### config.mk
export PLATFORM = sky130hd
export DESIGN_NAME = ldrf_frame_mem
export DESIGN_NICKNAME = d
export VERILOG_FILES = /design/src/design/ldrf_pkg.sv /design/src/design/ldrf_frame_mem.sv
export SDC_FILE = /design/constraint.sdc
export NUM_CORES = 2
export LEC_CHECK = 0
export ABC_AREA = 1
export BUFFER_PORTS_ARGS = -buffer_cell sky130_fd_sc_hd__buf_4
export CORE_UTILIZATION = 45
export DETAILED_ROUTE_END_ITERATION = 10
export SYNTH_ARGS = -nofsm -noshare
export SYNTH_HDL_FRONTEND = slang
export SYNTH_SLANG_ARGS = --single-unit
### constraint.sdc
create_clock -name clk -period 2.4 [get_ports clk]
set_input_delay 0.36 -clock clk [delete_from_list [all_inputs] [get_ports clk]]
set_output_delay 0.36 -clock clk [all_outputs]
set_load 0.005 [all_outputs]
### src/design/ldrf_pkg.sv
// Shared types, constants and helpers for the LCD dirty-region flush engine.
// Used by every module of the block; depends on nothing.
`default_nettype none

package ldrf_pkg;

  // Display geometry.
  localparam int COLUMNS    = 84;
  localparam int BANKS      = 6;
  localparam int ROWS       = BANKS * 8;
  localparam int STORE_SIZE = COLUMNS * BANKS;
  localparam int MOVE_SIZE  = STORE_SIZE - COLUMNS;
  localparam int ADDR_W     = $clog2(STORE_SIZE);

  // Controller command prefixes.
  localparam logic [7:0] CMD_Y = 8'h40;
  localparam logic [7:0] CMD_X = 8'h80;

  // Action codes of an input transaction.
  localparam logic [2:0] ACT_STORE  = 3'd0;
  localparam logic [2:0] ACT_MARK   = 3'd1;
  localparam logic [2:0] ACT_CLEAR  = 3'd2;
  localparam logic [2:0] ACT_SCROLL = 3'd3;
  localparam logic [2:0] ACT_FLUSH  = 3'd4;
  localparam logic [2:0] ACT_TICK   = 3'd5;

  // Flush phases within one bank.
  localparam logic [1:0] PH_Y    = 2'd0;
  localparam logic [1:0] PH_X    = 2'd1;
  localparam logic [1:0] PH_DATA = 2'd2;

  typedef struct packed {
    logic [2:0] action;
    logic [2:0] bank;
    logic [6:0] column;
    logic [7:0] value;
    logic [6:0] x_low;
    logic [5:0] y_low;
    logic [6:0] x_high;
    logic [5:0] y_high;
  } ldrf_in_t;

  typedef struct packed {
    logic       is_data;
    logic [7:0] byte_out;
    logic       last;
  } ldrf_out_t;

  // Dirty bounding box.
  typedef struct packed {
    logic [6:0] x_min;
    logic [6:0] x_max;
    logic [5:0] y_min;
    logic [5:0] y_max;
  } ldrf_box_t;

  // Update requests to the box tracker.
  typedef struct packed {
    logic grow;   // take in the rectangle of the current transaction
    logic fill;   // mark the whole screen dirty
    logic clr;    // back to the empty box
  } ldrf_box_ctl_t;

  typedef enum logic [2:0] {
    ST_CLR,
    ST_IDLE,
    ST_TICK,
    ST_SCROLL,
    ST_ZERO
  } ldrf_state_t;

  // First store address of a bank.
  function automatic logic [ADDR_W-1:0] bank_base(input logic [2:0] b);
    return ADDR_W'(b) * ADDR_W'(COLUMNS);
  endfunction

endpackage

`default_nettype wire

### src/design/ldrf_frame_mem.sv
// Frame store: one write port and one read port with a registered read.
// Depends on ldrf_pkg for the depth and address width.
`default_nettype none

module ldrf_frame_mem
  import ldrf_pkg::*;
(
  input  wire logic              clk,
  input  wire logic              we,
  input  wire logic [ADDR_W-1:0] waddr,
  input  wire logic [7:0]        wdata,
  input  wire logic              re,
  input  wire logic [ADDR_W-1:0] raddr,
  output logic      [7:0]        rdata
);

  logic [7:0] mem [STORE_SIZE];
  logic [7:0] rdata_r;

  always_ff @(posedge clk) begin
    if (we) begin
      mem[waddr] <= wdata;
    end
  end

  // Read data holds until the next read.
  always_ff @(posedge clk) begin
    if (re) begin
      rdata_r <= mem[raddr];
    end
  end

  assign rdata = rdata_r;

endmodule

`default_nettype wire

### After elaboration in Yosys (flattened, before gate mapping)

Memories as Yosys holds them, arrays and structs flattened. A register that Yosys moved wholly into a read port is not among the register bits.
Index checks and enable logic that the tools add are counted.

| word-level totals | value |
|---|---|
| RAM bits | 4,032 |
| bits in registers | 0 |
| input bits | 29 |
| output and inout port bits | 8 |
| memories kept | 1 |

Memory list:

| memory | depth | bits a word | rd ports | clocked after Yosys merged registers in | write ports | RTL line | RTL |
|---|---|---|---|---|---|---|---|
| mem | 504 | 8 | 1 | 1 | 1 | ldrf_frame_mem.sv:17 | `logic [7:0] mem [STORE_SIZE];` |

| operators by class | value |
|---|---|
| multiplexer cells | 2 |

Operators with widths:

| kind | number |
|---|---|
| $mux W1 | 2 |

### Longest topological paths before layout

| logic depth | value |
|---|---|
| word-level depth | 2 |
| mapped depth | 16 |
| depth with buffers taken out | 13 |

### Worst setup path before layout

No wires, ideal clock.

| path | value |
|---|---|
| path kind | input port to flip-flop |
| start point | input port waddr[1] |
| end point | memory mem[394][0] (enable) |
| library setup time | 0.370 ns |
| arrival | 1.582 ns |
| cell stages on the path | 7 |
| data required time | 2.030 ns |
| slack | 0.447 ns |
| path through | inv_1 nor2_1 nand2_1 nor2_1 clkinv_1 clkbuf_1 nor2_1 |

RTL lines:

| what | RTL line | RTL |
|---|---|---|
| start, declared | ldrf_frame_mem.sv:10 | `input wire logic [ADDR_W-1:0] waddr,` |
| end, declared | ldrf_frame_mem.sv:17 |  |

No word-level cell before the write port.

==> impl_results.md <==
* Status: complete, no violations
* Setup Crit Path Kind: flip-flop to flip-flop
* Final setup viols at 0
* Worst flop-to-flop path startpoint: mem[193][7]
* Avg Cell Area, Syn at 11.9 µm²
* Syn Nets at ~14000
* Mapped Cells at about 14000
* Tcrit/Tclk final at 0.977
* Synth-to-layout area growth at 17.9%
* Warnings, synthesis at 0
* Clock slew at reported path FFs at 0.06 ns
* Vias in the first global route at 105000
* Vias at 112000
* DP Wirelength at about 310 mm
* PD cells at just under 800 nW/µm²
* VDD IR max at 0.636 mV
* First-pass GRT wire length at 712 mm
* Final antenna-violating net count at 0
* CP Data Required Time at about 3.1 ns
* Fin crit period at 2.35 ns
* Setup crit start: mem[193][7]
* CTS Buf Count at 413
* Die width at 606 µm
* Post-Syn Area at 164000 µm²
* Leak Pwr at approximately 70 nW
* Largest net degree at the start of global routing at 104
* Rows at 221
* Total area of sequential cells at 121000 µm²
* HP Start: waddr[5]
* Placed instance area at 180000 µm²
* Skew final at about 0.046 ns
* Worst Setup Start Kind: flip-flop
* Design Power at between 150 and 200 mW
* Hold Crit Class: input pin to flip-flop
* Worst skew pair latency at 0.98 ns
* Max-Cap Viols at 0
* RSZ-0062 raised after global routing: false
* Root Buffer: clkbuf_16
* Max Slew Vio Count at 0
* Achievable clock frequency at ~430 MHz
* Iter 0 DRT Violations at 14200
* Finished Layout Cells at between 15000 and 20000
* Fill cells at 30500
* Htree depth at 5
* Routability congestion estimate at 0.903
* Initial antenna violation count at 21
* Nets@finish at 14800
* Grt ovf at 0
* Die ar. at 368000 µm²
* Area occupied by multi-input gates at about 38000 µm²
* Slew headroom at 0.496
* TritonRoute pass-1 iters at 8
* Via density per instance at 5.61
* Placed Instances at 19100
* Post-Route WL at 487 mm
* Post-CTS Setup Bufs at 0
* Core Footprint at 363000 µm²
* Yosys reg bits at 4040
* CP arrival at around 3.1 ns
* Crit end category: flip-flop
* Initial core utilization at 0.453
* Total track usage at 0.261
* Cell variety after synth at 18
* Fin. Hold Viols at 0
* CTS sink cnt at around 4000
* Final instance area at 194000 µm²
* Seq/Total Area, Yosys at 0.738
* TritonCTS clock tree: done
* Crit-path max FO at 1
* I/O Pins at 37
* Number of I/O port buffers at 36
* Tightest Pin Transition at between 0.7 and 0.8 ns
* DR DRC count at 0
* Wire per inst at roughly 24 µm
* Layout cells sized above 1 at 0.141
* Maximum root-to-sink buffer count at 4
* Die H at 606 µm
## layer usage
layer | global-route usage | vias to the layer above | wire length (µm)
li1 | - | 51000 | -
met5 | 0 | - | 91
met4 | 0.0936 | 14 | 18900
met3 | 0.0375 | 861 | 41200
met1 | 0.365 | 54800 | 199000
met2 | 0.419 | 5117 | 228000
## sequential cells by signal, summed over array words and instances (netlist names)
signal  count
mem      4032
rdata       8
## logic make-up after synthesis
group / after synthesis / synth area share
compound gates: 98 / 0.00308
buf+inv: 1053 / 0.0330
flops: 4040 / 0.738
simple gates: 8587 / 0.226
## critical path, cell delays in order (launching register included)
cell and delay (ns):
edfxtp_1 0.35, nand2_1 0.07, nand3_1 0.08, nand3_1 0.14, nand3_1 0.17, nand3_1 0.20
nand3_2 0.23, nand3_4 0.21, buf_4 0.13, nand3_1 0.12, nand3_2 0.20, buf_4 0.15
nand2_1 0.04
## worst paths after layout
path / endpoint / slack (ns) / cells past startpoint
max: rdata[7] / 0.05 / 12
min: mem[3][3] / 0.09 / 4
max reg2reg: rdata[7] / 0.05 / 12
min reg2reg: rdata[1] / 1.17 / 10
## repair_timing
| action | CTS | global route |
|---|---|---|
| resized for setup | 8 | 5 |
| pin swaps | 0 | 0 |
| endpoints found under the hold margin | 461 | 0 |
| endpoints found under the setup margin | 3 | 3 |
| hold buffers | 10 | 0 |
## cell usage after synthesis
master | number | area [µm²]
o21ai_0 | 78 | 390
nand2_1 | 4068 | 15300
buf_1 | 79 | 297
buf_4 | 170 | 1280
nor3_1 | 11 | 55.1
a21oi_1 | 12 | 60.1
buf_2 | 458 | 2290
inv_2 | 2 | 7.51
o211ai_1 | 6 | 45.0
edfxtp_1 | 4040 | 121000
buf_6 | 33 | 372
nor2_1 | 652 | 2450
o21ai_1 | 2 | 10.0
inv_6 | 1 | 8.76
clkbuf_1 | 226 | 848
clkinv_1 | 2 | 7.51
inv_1 | 82 | 308
nand3_1 | 3856 | 19300
## area by class of cell
| type | instances | share of cell area |
|---|---|---|
| Timing Repair Buffer | 1546 | 0.0774 |
| Clock buffer | 510 | 0.0563 |
| Multi-Input combinational cell | 8685 | 0.195 |
| Inverter | 87 | 0.00198 |
| Tap cell | 4794 | 0.0310 |
| Clock inverter | 240 | 0.0121 |
| Antenna cell | 4 | 0.0000517 |
| Sequential cell | 4040 | 0.626 |
## power by group
group,internal (mW),switching (mW)
Clock,36.6,27.1
Combinational,3.11,7.22
Sequential,77.7,0.0646
## metrics by stage
stage | TNS [ns] | utilization | hold WS, ns | setup slack, ns
after floorplan | 0 | - | 0.459 | 0.447
after global placement | -6.16 | 0.497 | 0.662 | -1.08
after detailed placement | -6.27 | 0.497 | 0.662 | -1.09
after CTS | 0 | 0.534 | 0.0263 | 0.00342
after global routing | 0 | 0.534 | 0.0572 | 0.00453
final | 0 | 0.534 | 0.0932 | 0.0550
## layout by cell type, fill, tap and decap left out, drive strengths merged
master and instances:
clkinvlp 4, clkinv 185, buf 1536, bufinv 41, nand3 3856, clkbuf 510, nor2 652, edfxtp 4040
a21oi 12, nor3 11, nand2 4068, inv 97, o21ai 80, o211ai 6, diode 4, dlygate4sd3 10
(Power assumes the default switching activity.)
