$ cat config.mk
export PLATFORM = sky130hd
export DESIGN_NAME = ldrf_box
export DESIGN_NICKNAME = d
export VERILOG_FILES = /design/src/design/ldrf_pkg.sv /design/src/design/ldrf_box.sv
export SDC_FILE = /design/constraint.sdc
export NUM_CORES = 1
export LEC_CHECK = 0
export BUFFER_PORTS_ARGS = -buffer_cell sky130_fd_sc_hd__buf_2
export CAP_MARGIN = 25
export CORE_MARGIN = 2
export CORE_UTILIZATION = 25
export CTS_BUF_LIST = sky130_fd_sc_hd__clkbuf_4 sky130_fd_sc_hd__clkbuf_8 sky130_fd_sc_hd__clkbuf_16
export DETAILED_ROUTE_END_ITERATION = 10
export PLACE_DENSITY = 0.48
export SYNTH_ARGS = -nofsm -noshare
export SYNTH_HDL_FRONTEND = slang
export SYNTH_SLANG_ARGS = --single-unit
$ cat constraint.sdc
create_clock -name clk -period 7.2 [get_ports clk]
set_input_delay 0.72 -clock clk [delete_from_list [all_inputs] [get_ports clk]]
set_output_delay 0.72 -clock clk [all_outputs]
set_load 0.005 [all_outputs]
$ cat src/design/ldrf_pkg.sv
// Shared types, constants and helpers for the LCD dirty-region flush engine.
// Used by every module of the block; depends on nothing.
`default_nettype none

package ldrf_pkg;

  // Display geometry.
  localparam int COLUMNS    = 84;
  localparam int BANKS      = 6;
  localparam int ROWS       = BANKS * 8;
  localparam int STORE_SIZE = COLUMNS * BANKS;
  localparam int MOVE_SIZE  = STORE_SIZE - COLUMNS;
  localparam int ADDR_W     = $clog2(STORE_SIZE);

  // Controller command prefixes.
  localparam logic [7:0] CMD_Y = 8'h40;
  localparam logic [7:0] CMD_X = 8'h80;

  // Action codes of an input transaction.
  localparam logic [2:0] ACT_STORE  = 3'd0;
  localparam logic [2:0] ACT_MARK   = 3'd1;
  localparam logic [2:0] ACT_CLEAR  = 3'd2;
  localparam logic [2:0] ACT_SCROLL = 3'd3;
  localparam logic [2:0] ACT_FLUSH  = 3'd4;
  localparam logic [2:0] ACT_TICK   = 3'd5;

  // Flush phases within one bank.
  localparam logic [1:0] PH_Y    = 2'd0;
  localparam logic [1:0] PH_X    = 2'd1;
  localparam logic [1:0] PH_DATA = 2'd2;

  typedef struct packed {
    logic [2:0] action;
    logic [2:0] bank;
    logic [6:0] column;
    logic [7:0] value;
    logic [6:0] x_low;
    logic [5:0] y_low;
    logic [6:0] x_high;
    logic [5:0] y_high;
  } ldrf_in_t;

  typedef struct packed {
    logic       is_data;
    logic [7:0] byte_out;
    logic       last;
  } ldrf_out_t;

  // Dirty bounding box.
  typedef struct packed {
    logic [6:0] x_min;
    logic [6:0] x_max;
    logic [5:0] y_min;
    logic [5:0] y_max;
  } ldrf_box_t;

  // Update requests to the box tracker.
  typedef struct packed {
    logic grow;   // take in the rectangle of the current transaction
    logic fill;   // mark the whole screen dirty
    logic clr;    // back to the empty box
  } ldrf_box_ctl_t;

  typedef enum logic [2:0] {
    ST_CLR,
    ST_IDLE,
    ST_TICK,
    ST_SCROLL,
    ST_ZERO
  } ldrf_state_t;

  // First store address of a bank.
  function automatic logic [ADDR_W-1:0] bank_base(input logic [2:0] b);
    return ADDR_W'(b) * ADDR_W'(COLUMNS);
  endfunction

endpackage

`default_nettype wire

$ cat src/design/ldrf_box.sv
// Dirty bounding box tracker: clamps and merges marked rectangles.
// Depends on ldrf_pkg for the geometry and the box types.
`default_nettype none

module ldrf_box
  import ldrf_pkg::*;
(
  input  wire logic          clk,
  input  wire logic          rst_n,
  input  wire ldrf_box_ctl_t ctl,
  input  wire ldrf_in_t      rect,
  output ldrf_box_t          box
);

  ldrf_box_t box_r;
  ldrf_box_t box_nxt;
  logic [6:0] xl;
  logic [6:0] xh;
  logic [5:0] yl;
  logic [5:0] yh;

  always_comb begin
    xl = (rect.x_low  > 7'(COLUMNS - 1)) ? 7'(COLUMNS - 1) : rect.x_low;
    xh = (rect.x_high > 7'(COLUMNS - 1)) ? 7'(COLUMNS - 1) : rect.x_high;
    yl = (rect.y_low  > 6'(ROWS - 1))    ? 6'(ROWS - 1)    : rect.y_low;
    yh = (rect.y_high > 6'(ROWS - 1))    ? 6'(ROWS - 1)    : rect.y_high;
    box_nxt = box_r;
    if (ctl.clr) begin
      box_nxt.x_min = 7'(COLUMNS - 1);
      box_nxt.x_max = '0;
      box_nxt.y_min = 6'(ROWS - 1);
      box_nxt.y_max = '0;
    end else if (ctl.fill) begin
      box_nxt.x_min = '0;
      box_nxt.x_max = 7'(COLUMNS - 1);
      box_nxt.y_min = '0;
      box_nxt.y_max = 6'(ROWS - 1);
    end else if (ctl.grow) begin
      if (xl < box_r.x_min) box_nxt.x_min = xl;
      if (xh > box_r.x_max) box_nxt.x_max = xh;
      if (yl < box_r.y_min) box_nxt.y_min = yl;
      if (yh > box_r.y_max) box_nxt.y_max = yh;
    end
  end

  always_ff @(posedge clk) begin
    if (!rst_n) begin
      box_r.x_min <= 7'(COLUMNS - 1);
      box_r.x_max <= '0;
      box_r.y_min <= 6'(ROWS - 1);
      box_r.y_max <= '0;
    end else begin
      box_r <= box_nxt;
    end
  end

  assign box = box_r;

endmodule

`default_nettype wire
## Word level (Yosys, flattened, before mapping)

Index checks and enable logic that the tools add are counted.

- Muxes and demuxes: 10
- Reductions and logical operators: 15
- Order comparisons: 8
- Bitwise logic cells: 1

Operator list:

| operator | count |
|---|---|
| 26-bit 2-to-1 mux | 2 |
| 7-bit 2-to-1 mux | 4 |
| 6-bit 2-to-1 mux | 4 |
| 2-bit AND reduction | 8 |
| 7-bit > comparator, second input constant | 2 |
| 6-bit > comparator, second input constant | 2 |
| 2-bit nonzero test | 5 |
| 7-bit > comparator | 1 |
| 7-bit < comparator | 1 |
| 6-bit > comparator | 1 |
| 6-bit < comparator | 1 |
| 3-bit OR reduction | 1 |
| 2-bit OR reduction | 1 |
| 1-bit inverter | 1 |

- Input port bits: 52
- Register bits: 26
- Word-level logic and storage cells: 42

## Logic depth before layout (Yosys ltp)

Gate-level depths: netlist (run 1).

- Depth after elaboration: 6
- Gate-level depth with buffers: 9

## Worst setup path before layout (run 1)

OpenSTA, ideal clock, no wires.

- Path kind: input to register
- From: input port rect[22] (netlist name)
- To: register box_r (netlist bit box[19])
- Required time: 7076 ps
- Stages: 9
- Slack: 4409 ps
- Arrival time: 2666 ps
- Library setup time: 124 ps
- Cell sequence: o211ai_1 -> nand2_1 -> or2_2 -> ha_1 -> nand2b_1 -> or4_4 -> o21ba_4 -> nor4_1 -> o31ai_1

- Word-level cells in the longest chain between the ends: 5
- Elaborated cells on any way between the ends: 8
- Classes of those cells: order compare (2); mux (4); reduce/logical (2)

RTL lines:

| element | line | RTL |
|---|---|---|
| from (decl) | ldrf_box.sv:11 | `input wire ldrf_in_t rect,` |
| 7-bit > comparator | ldrf_box.sv:23 | `xl = (rect.x_low > 7'(COLUMNS - 1)) ? 7'(COLUMNS - 1) : rect.x_low;` |
| 7-bit 2-to-1 mux (*) | ldrf_box.sv:23 |  |
| 7-bit < comparator / 7-bit 2-to-1 mux (equally long branches) | ldrf_box.sv:39 | `if (xl < box_r.x_min) box_nxt.x_min = xl;` |
| 2-bit nonzero test (no source line) / 26-bit 2-to-1 mux (equally long branches) | n/a |  |
| 2-bit AND reduction (no source line) / 26-bit 2-to-1 mux (equally long branches) | n/a |  |
| to (signal assigned) | ldrf_box.sv:53 | `box_r <= box_nxt;` |
| to (decl) | ldrf_box.sv:15 | `ldrf_box_t box_r;` |

Every way passes the cells marked *; elsewhere a longest branch is shown, timed or not. The select of a mux whose other input is x is not followed.
A chain may end at the register's enable or synchronous reset.

## Final worst setup path (run 1)

- From: input port rect[9] (netlist name)
- To: register box_r (netlist bit box[12])

- Word-level cells in the longest chain between the ends: 5
- Elaborated cells on any way between the ends: 8
- Classes of those cells: order compare (2); mux (4); reduce/logical (2)

RTL lines:

| element | line | RTL |
|---|---|---|
| 7-bit > comparator | ldrf_box.sv:24 | `xh = (rect.x_high > 7'(COLUMNS - 1)) ? 7'(COLUMNS - 1) : rect.x_high;` |
| 7-bit 2-to-1 mux | ldrf_box.sv:24 |  |
| via xh[2] | ldrf_box.sv:18 | `logic [6:0] xh;` |
| 7-bit > comparator | ldrf_box.sv:40 | `if (xh > box_r.x_max) box_nxt.x_max = xh;` |
| 2-bit nonzero test (no source line) | n/a |  |
| 2-bit AND reduction (no source line) | n/a |  |

The timed path passes the listed nets, and every way through them passes these cells. The select of a mux whose other input is x is not followed.

==> summary.md, run 1 <==
| Metric | Value |
|---|---|
| Die width | 89.6 um |
| Antenna Cells | 0 |
| Gr usage total | 11.6% |
| Post-Syn Instances | 214 |
| Startpoint types | primary input |
| Core area | 7180 um2 |
| Syn_nets | 290 |
| Dpl cell area | 2190 um2 |
| Max_cap viols | 0 |
| Area leader, netlist | dfxtp_1 |
| Crit path arrival time | 3.06 ns |
| Max reg flops | 26 |
| GP Congestion | 0.808 |
| Max Clock Freq | 349 MHz |
| Setup violators final | 0 |
| Post-CTS Hold Buffers | 0 |
| H-tree Lvls | 1 |
| Layout net count | 342 |
| Worst Tran Pin Value | 0.636 ns |
| Fin crit share | 39.8% |
| Leak | 1.07 nW |
| Vias | 1620 |
| Quantity of I/O buffers inserted on ports | 56 |
| Final Hold Fails | 0 |
| Pre-antenna DRT Iters | 4 |
| Reg clk slew, reported paths | 0.10 ns |
| Final core occ | 31.4% |
| Num rows | 31 |
| Final min period | 2.86 ns |
| Final setup TNS | 0 ns |
| Number of distinct library cells after synthesis | 40 |
| Worst EP required | 7.40 ns |
| Slew Limit Fails | 0 |
| DIE AREA | 8030 um2 |
| Synth warn | 0 |
| Routed WL | 4470 um |
| Share of cells above drive strength 1 | 26.4% |
| Post-synth EDFFs | 0 |
| Avg Synthesized Cell Area | 8.56 um2 |
| Synthesis-to-finish area growth | 22.8% |
| Final instance area | 2250 um2 |
| Drt drc | 0 |
| Crit-path max FO | 7 |
| Yosys reg bits | 26 |
| DR vias/cell | 4.45 |
| Fillers | 767 |
| Max-Slew Margin vs Limit | 57.5% |
| CP endpoint kind | register |
| Mapped Area | 1830 um2 |
| Vias in the first global route | 1578 |
| Clock Latency Late Sink | 0.27 ns |
| First-pass GRT wire length | 7250 um |
| CTS root buf | clkbuf_8 |
| Most common cell in the synthesized netlist | inv_1 |
| CTS buffer count | 3 |
| Post-synth top cells | 27 x inv_1, 26 x dfxtp_1, 25 x a21oi_1, 24 x ha_1, 16 x mux2i_1 |
| Skew final | 0.00703 ns |
| Power density over the cells | 155 nW/um2 |
| Hpwl dp | 3560 um |
| Largest net degree at the start of global routing | 15 |
| Worst hold path type | register to register |
| WL/cell | 12.3 um |
| # resized after CTS | 0 |
| Status | finished, final reports clean |
| Die Ht | 89.6 um |
| Setup CP Type | primary input to register |
| Clock buffer depth | 2 |
| Synth Flop Type | dfxtp_1 |
| Initial antenna violation count | 0 |
| # IOs | 78 |
| Setup bufs post-CTS | 0 |
| Peak VDD IR | 0.103 mV |
| Sequential fraction of the synthesis area | 28.4% |
| RSZ-0062 raised after global routing | false |
| Area contributors post-synth | dfxtp_1 28%, ha_1 16%, mux2i_1 8.7%, a21oi_1 6.8%, inv_1 5.5% |
| Global route overflow | 0 |
| Asr flop ratio synth | 0% |
| Routed Antenna Nets | 0 |
| Sink Count | 26 |
| Initial Utilization | 25.5% |
| Yosys top cell area share | 28.4% |
| CTS tree | built |
| Overall Power | 348 uW |
| DR iter-0 viols | 35 |
layout make-up:
class,instances,area (um2),area share (%)
clock buffers,4,55.1,2.45
multi-input cells,152,1170,51.9
flip-flops and latches,26,520,23.1
repair buffers,56,280,12.5
inverters,27,101,4.50
well taps,99,124,5.51
cell families (layout without fill, tap and decap cells):
group / after synthesis / after routing / share of synthesized area, %
muxes: 19 / 19 / 10.6
adders and majority gates: 24 / 24 / 16.4
DFF: 26 / 26 / 28.4
and+or+nand+nor: 53 / 53 / 16.5
AOI/OAI and AO/OA: 56 / 56 / 20.3
buffers and inverters: 36 / 87 / 7.79
per-layer routing:
| metal | track usage, % | wire (um) |
|---|---|---|
| met1 | 15.1 | 2230 |
| met4 | 1.63 | 26 |
| met5 | 0 | 0 |
| met3 | 2.83 | 178 |
| met2 | 19.7 | 2030 |
report_power, final:
part	internal (mW)	switching [mW]	total, mW
sequential	0.150	0.00488	0.155
combinational	0.0448	0.0503	0.0951
clock	0.0489	0.0489	0.0978
total	0.244	0.104	0.348
stage by stage:
step / setup slack [ns] / hold slack [ns] / cells
6_report: 4.34 / 0.498 / 364
5_1_grt: 4.19 / 0.530 / 364
3_5_place_dp: 4.04 / 0.486 / 360
4_1_cts: 4.34 / 0.502 / 364
3_3_place_gp: 4.09 / 0.485 / 360
2_1_floorplan: 4.41 / 0.483 / 214
path summary, 6_finish.rpt:
check | startpoint | to | slack (ns) | cells after the start
worst min register to register | box[24] | box[24] | 0.50 | 2
worst min-delay path | box[24] | box[24] | 0.50 | 2
worst max-delay path | rect[9] | box[12] | 4.34 | 10
worst max register to register | box[14] | box[12] | 5.10 | 7
layout by cell type (no fill, tap or decap), drive strengths merged, types with 2 or more instances in the layout:
cell    count
o21ai      11
a21o        4
a21oi      26
nand3b      2
o21a        2
buf        56
clkbuf      4
and3        2
inv        27
nand2       6
mux2        3
o31ai       4
dfxtp      26
ha         24
a31oi       2
nor2        6
nand4       2
nor3        2
nand2b     10
o211ai      2
nor2b       6
mux2i      16
and2        2
nand3       9
worst max-delay path, stage by stage:
cell	delay, ns
buf_2	0.10
o21a_1	0.17
o21ai_0	0.29
and2_1	0.21
ha_1	0.26
a21oi_1	0.17
a21oi_1	0.12
o31ai_4	0.50
mux2_2	0.39
a21oi_1	0.13
Power figures use the tool's default switching activity.
==> run 2: changes to the inputs <==
- clock period: 7.2 -> 2.7 ns (I/O delays scaled with it)
==> run 2 against run 1 <==
Against the previous run: critical path depth did not move; sequential share of layout area fell by 0.54 points; first-iteration DRC count fell by 5.7%; final area rose by 2.4%; critical endpoint is now box[19]; largest cell class unchanged; highest routed layer unchanged.
==> summary.md, run 2 (synthesis gave the netlist of run 1 again) <==
| Metric | Value |
|---|---|
| Status | finished, final reports clean |
| Vias | 1657 (+2.3%) |
| Power density over the cells | 440 nW/um2 (+180%) |
| Worst Tran Pin Value | 0.429 ns (-0.207 ns) |
| P_int | 727 uW (+200%) |
| Critical Path Start | rect[22] |
| Sink Count | 26 (unchanged) |
| Worst hold path type | primary input to register |
| Net Sw Frac | 28.3% (-1.6 points) |
| Pre-antenna DRT Iters | 4 (unchanged) |
| DR vias/cell | 4.49 (+0.90%) |
| Quantity of I/O buffers inserted on ports | 56 (unchanged) |
| WL/cell | 12.0 um (-2.2%) |
| Crit-path max FO | 6 (-1) |
| RSZ-0062 raised after global routing | false |
| R2r setup slk | 0.78 ns (-4.32 ns) |
| Vias in the first global route | 1584 (+0.38%) |
| Routed WL | 4430 um (-0.83%) |
| Max_cap viols | 0 (unchanged) |
| First-pass GRT wire length | 7080 um (-2.3%) |
| Crit-path max cell delay | 0.44 ns (-0.06 ns) |
| H-tree Lvls | 1 (unchanged) |
| Synthesis-to-finish area growth | 25.8% |
| GP Congestion | 0.814 (+0.66%) |
| CP endpoint kind | register |
| Skew final | 0.00865 ns (+0.00163 ns) |
| Clock buffer depth | 2 (unchanged) |
| Layout net count | 347 (+1.5%) |
| Gate power share | 25.9% (-1.4 points) |
| Fin crit share | 81.6% |
| Multi-input logic area | 1170 um2 (unchanged) |
| Die Ht | 89.6 um (unchanged) |
| WHS | 0.329 ns (-0.169 ns) |
| Initial antenna violation count | 0 (unchanged) |
| Crit path max-delay cell type | or4_4 |
| Num rows | 31 (unchanged) |
| Clock power frac | 33.3% (+5.2 points) |
| Reg2Reg Launch Point | box[5] |
| Routed Antenna Nets | 0 (unchanged) |
| Gr usage total | 11.3% (-0.22 points) |
| Global routing usage on met1 | 15.7% (+0.58 points) |
| Initial Utilization | 25.5% (unchanged) |
| Critical path endpoint | box[19] |
| Final Hold Fails | 0 (unchanged) |
| Peak VDD IR | 0.183 mV (+77%) |
| Leak | 1.10 nW (+2.9%) |
| DR iter-0 viols | 33 (-5.7%) |
| Final core occ | 32.1% (+0.75 points) |
| DIE AREA | 8030 um2 (unchanged) |
| Sequential group share of total power | 40.8% (-3.8 points) |
| Crit path arrival time | 2.37 ns (-0.69 ns) |
| Worst reg-to-reg path cell count | 7 (unchanged) |
| Worst r2r dst | box[0] |
| CTS tree | built |
| CTS buffer count | 3 (unchanged) |
| Startpoint types | primary input |
| Antenna Cells | 0 (unchanged) |
| Slew Limit Fails | 0 (unchanged) |
| Worst EP required | 2.86 ns (-4.54 ns) |
| # IOs | 78 (unchanged) |
| Final setup TNS | 0 ns (unchanged) |
| Setup bufs post-CTS | 0 (unchanged) |
| Global route overflow | 0 (unchanged) |
| Commonest non-fill, non-tap cells in the layout | 56 x buf_2, 27 x inv_1, 26 x dfxtp_1 |
| GR Util met3 | 1.83% (-1.0 points) |
| Commonest non-fill, non-tap cell in the layout | buf_2 |
| Die width | 89.6 um (unchanged) |
| CTS root buf | clkbuf_8 |
| Fillers | 791 (+3.1%) |
| Setup violators final | 0 (unchanged) |
| Setup CP Type | primary input to register |
| Largest net degree at the start of global routing | 16 (+1) |
| Core area | 7180 um2 (unchanged) |
| # resized after CTS | 0 (unchanged) |
| Total net switching power | 286 uW (+180%) |
| Drt drc | 0 (unchanged) |
| Storage element area | 520 um2 (unchanged) |
| CP Cell Sequence | buf_2 -> o211ai_1 -> nand2_1 -> or2_2 -> ha_1 -> nand2b_1 -> or4_4 -> o21ba_4 -> nor4_1 -> o31ai_1 |
| Max-Slew Margin vs Limit | 71.4% (+14 points) |
| Max reg flops | 26 (unchanged) |
| GRT met2 Usage | 18.4% (-1.3 points) |
| Hpwl dp | 3540 um (-0.43%) |
| Gr busiest metal | met2 |
| Final min period | 2.20 ns |
| Clock Latency Late Sink | 0.28 ns (about the same) |
| Post-CTS Hold Buffers | 0 (unchanged) |
| Share of cells above drive strength 1 | 27.8% (+1.4 points) |
| Max Clock Freq | 454 MHz |
| Reg clk slew, reported paths | 0.11 ns (about the same) |
==> run 2: changes by cell type in the layout (fill, tap and decap cells not counted) <==
cell       delta
buf_4         +5
bufinv_16     +1
clkbuf_8      -1
==> run 2: layout make-up <==
cell class | count | area share [%]
Tap cell | 99 | 5.38
Inverter | 27 | 4.40
Timing Repair Buffer | 61 | 13.8
Clock buffer | 3 | 1.79
Sequential cell | 26 | 22.6
Clock inverter | 1 | 1.30
Multi-Input combinational cell | 152 | 50.7
==> run 2: worst min-delay path by stage <==
stage	start	endpoint	slack (ns)	depth (start not counted)
floorplan	rect[25]	box[25]	0.44	2
global placement	box[22]	box[22]	0.49	2
detailed placement	box[24]	box[24]	0.49	2
CTS	rect[18]	box[11]	0.33	3
global route	rect[18]	box[11]	0.35	3
finish	rect[18]	box[11]	0.33	3
==> run 2: critical path, delay by kind of cell <==
kind,cells,cell delay [ns]
AOI/OAI and AO/OA,3,0.57
adders and majority gates,1,0.19
buffers and inverters,1,0.10
and+or+nand+nor,5,1.23
==> run 2: routing by layer <==
metal	part of all wire, %	wire, um
met5	0	0
met4	0.47	21
met3	3.7	164
met2	45	2000
met1	51	2250
==> run 2: through the flow <==
stage | instances | area (um2) | total power [mW] | setup slack [ns]
after floorplan | 214 | 1830 | 0.599 | 0.359
after global placement | 365 | 2230 | 0.689 | 0.201
after detailed placement | 365 | 2230 | 0.689 | 0.202
after CTS | 369 | 2300 | 1.03 | 0.491
after global routing | 369 | 2300 | 1.08 | 0.305
final | 369 | 2300 | 1.01 | 0.498
==> run 2: power groups by stage <==
stage               Sequential [mW]  Combinational (mW)  Clock [mW]
finish                        0.414               0.262       0.337
global route                  0.416               0.299       0.364
CTS                           0.414               0.267       0.352
detailed placement            0.423               0.266           0
global placement              0.423               0.266           0
floorplan                     0.423               0.177           0
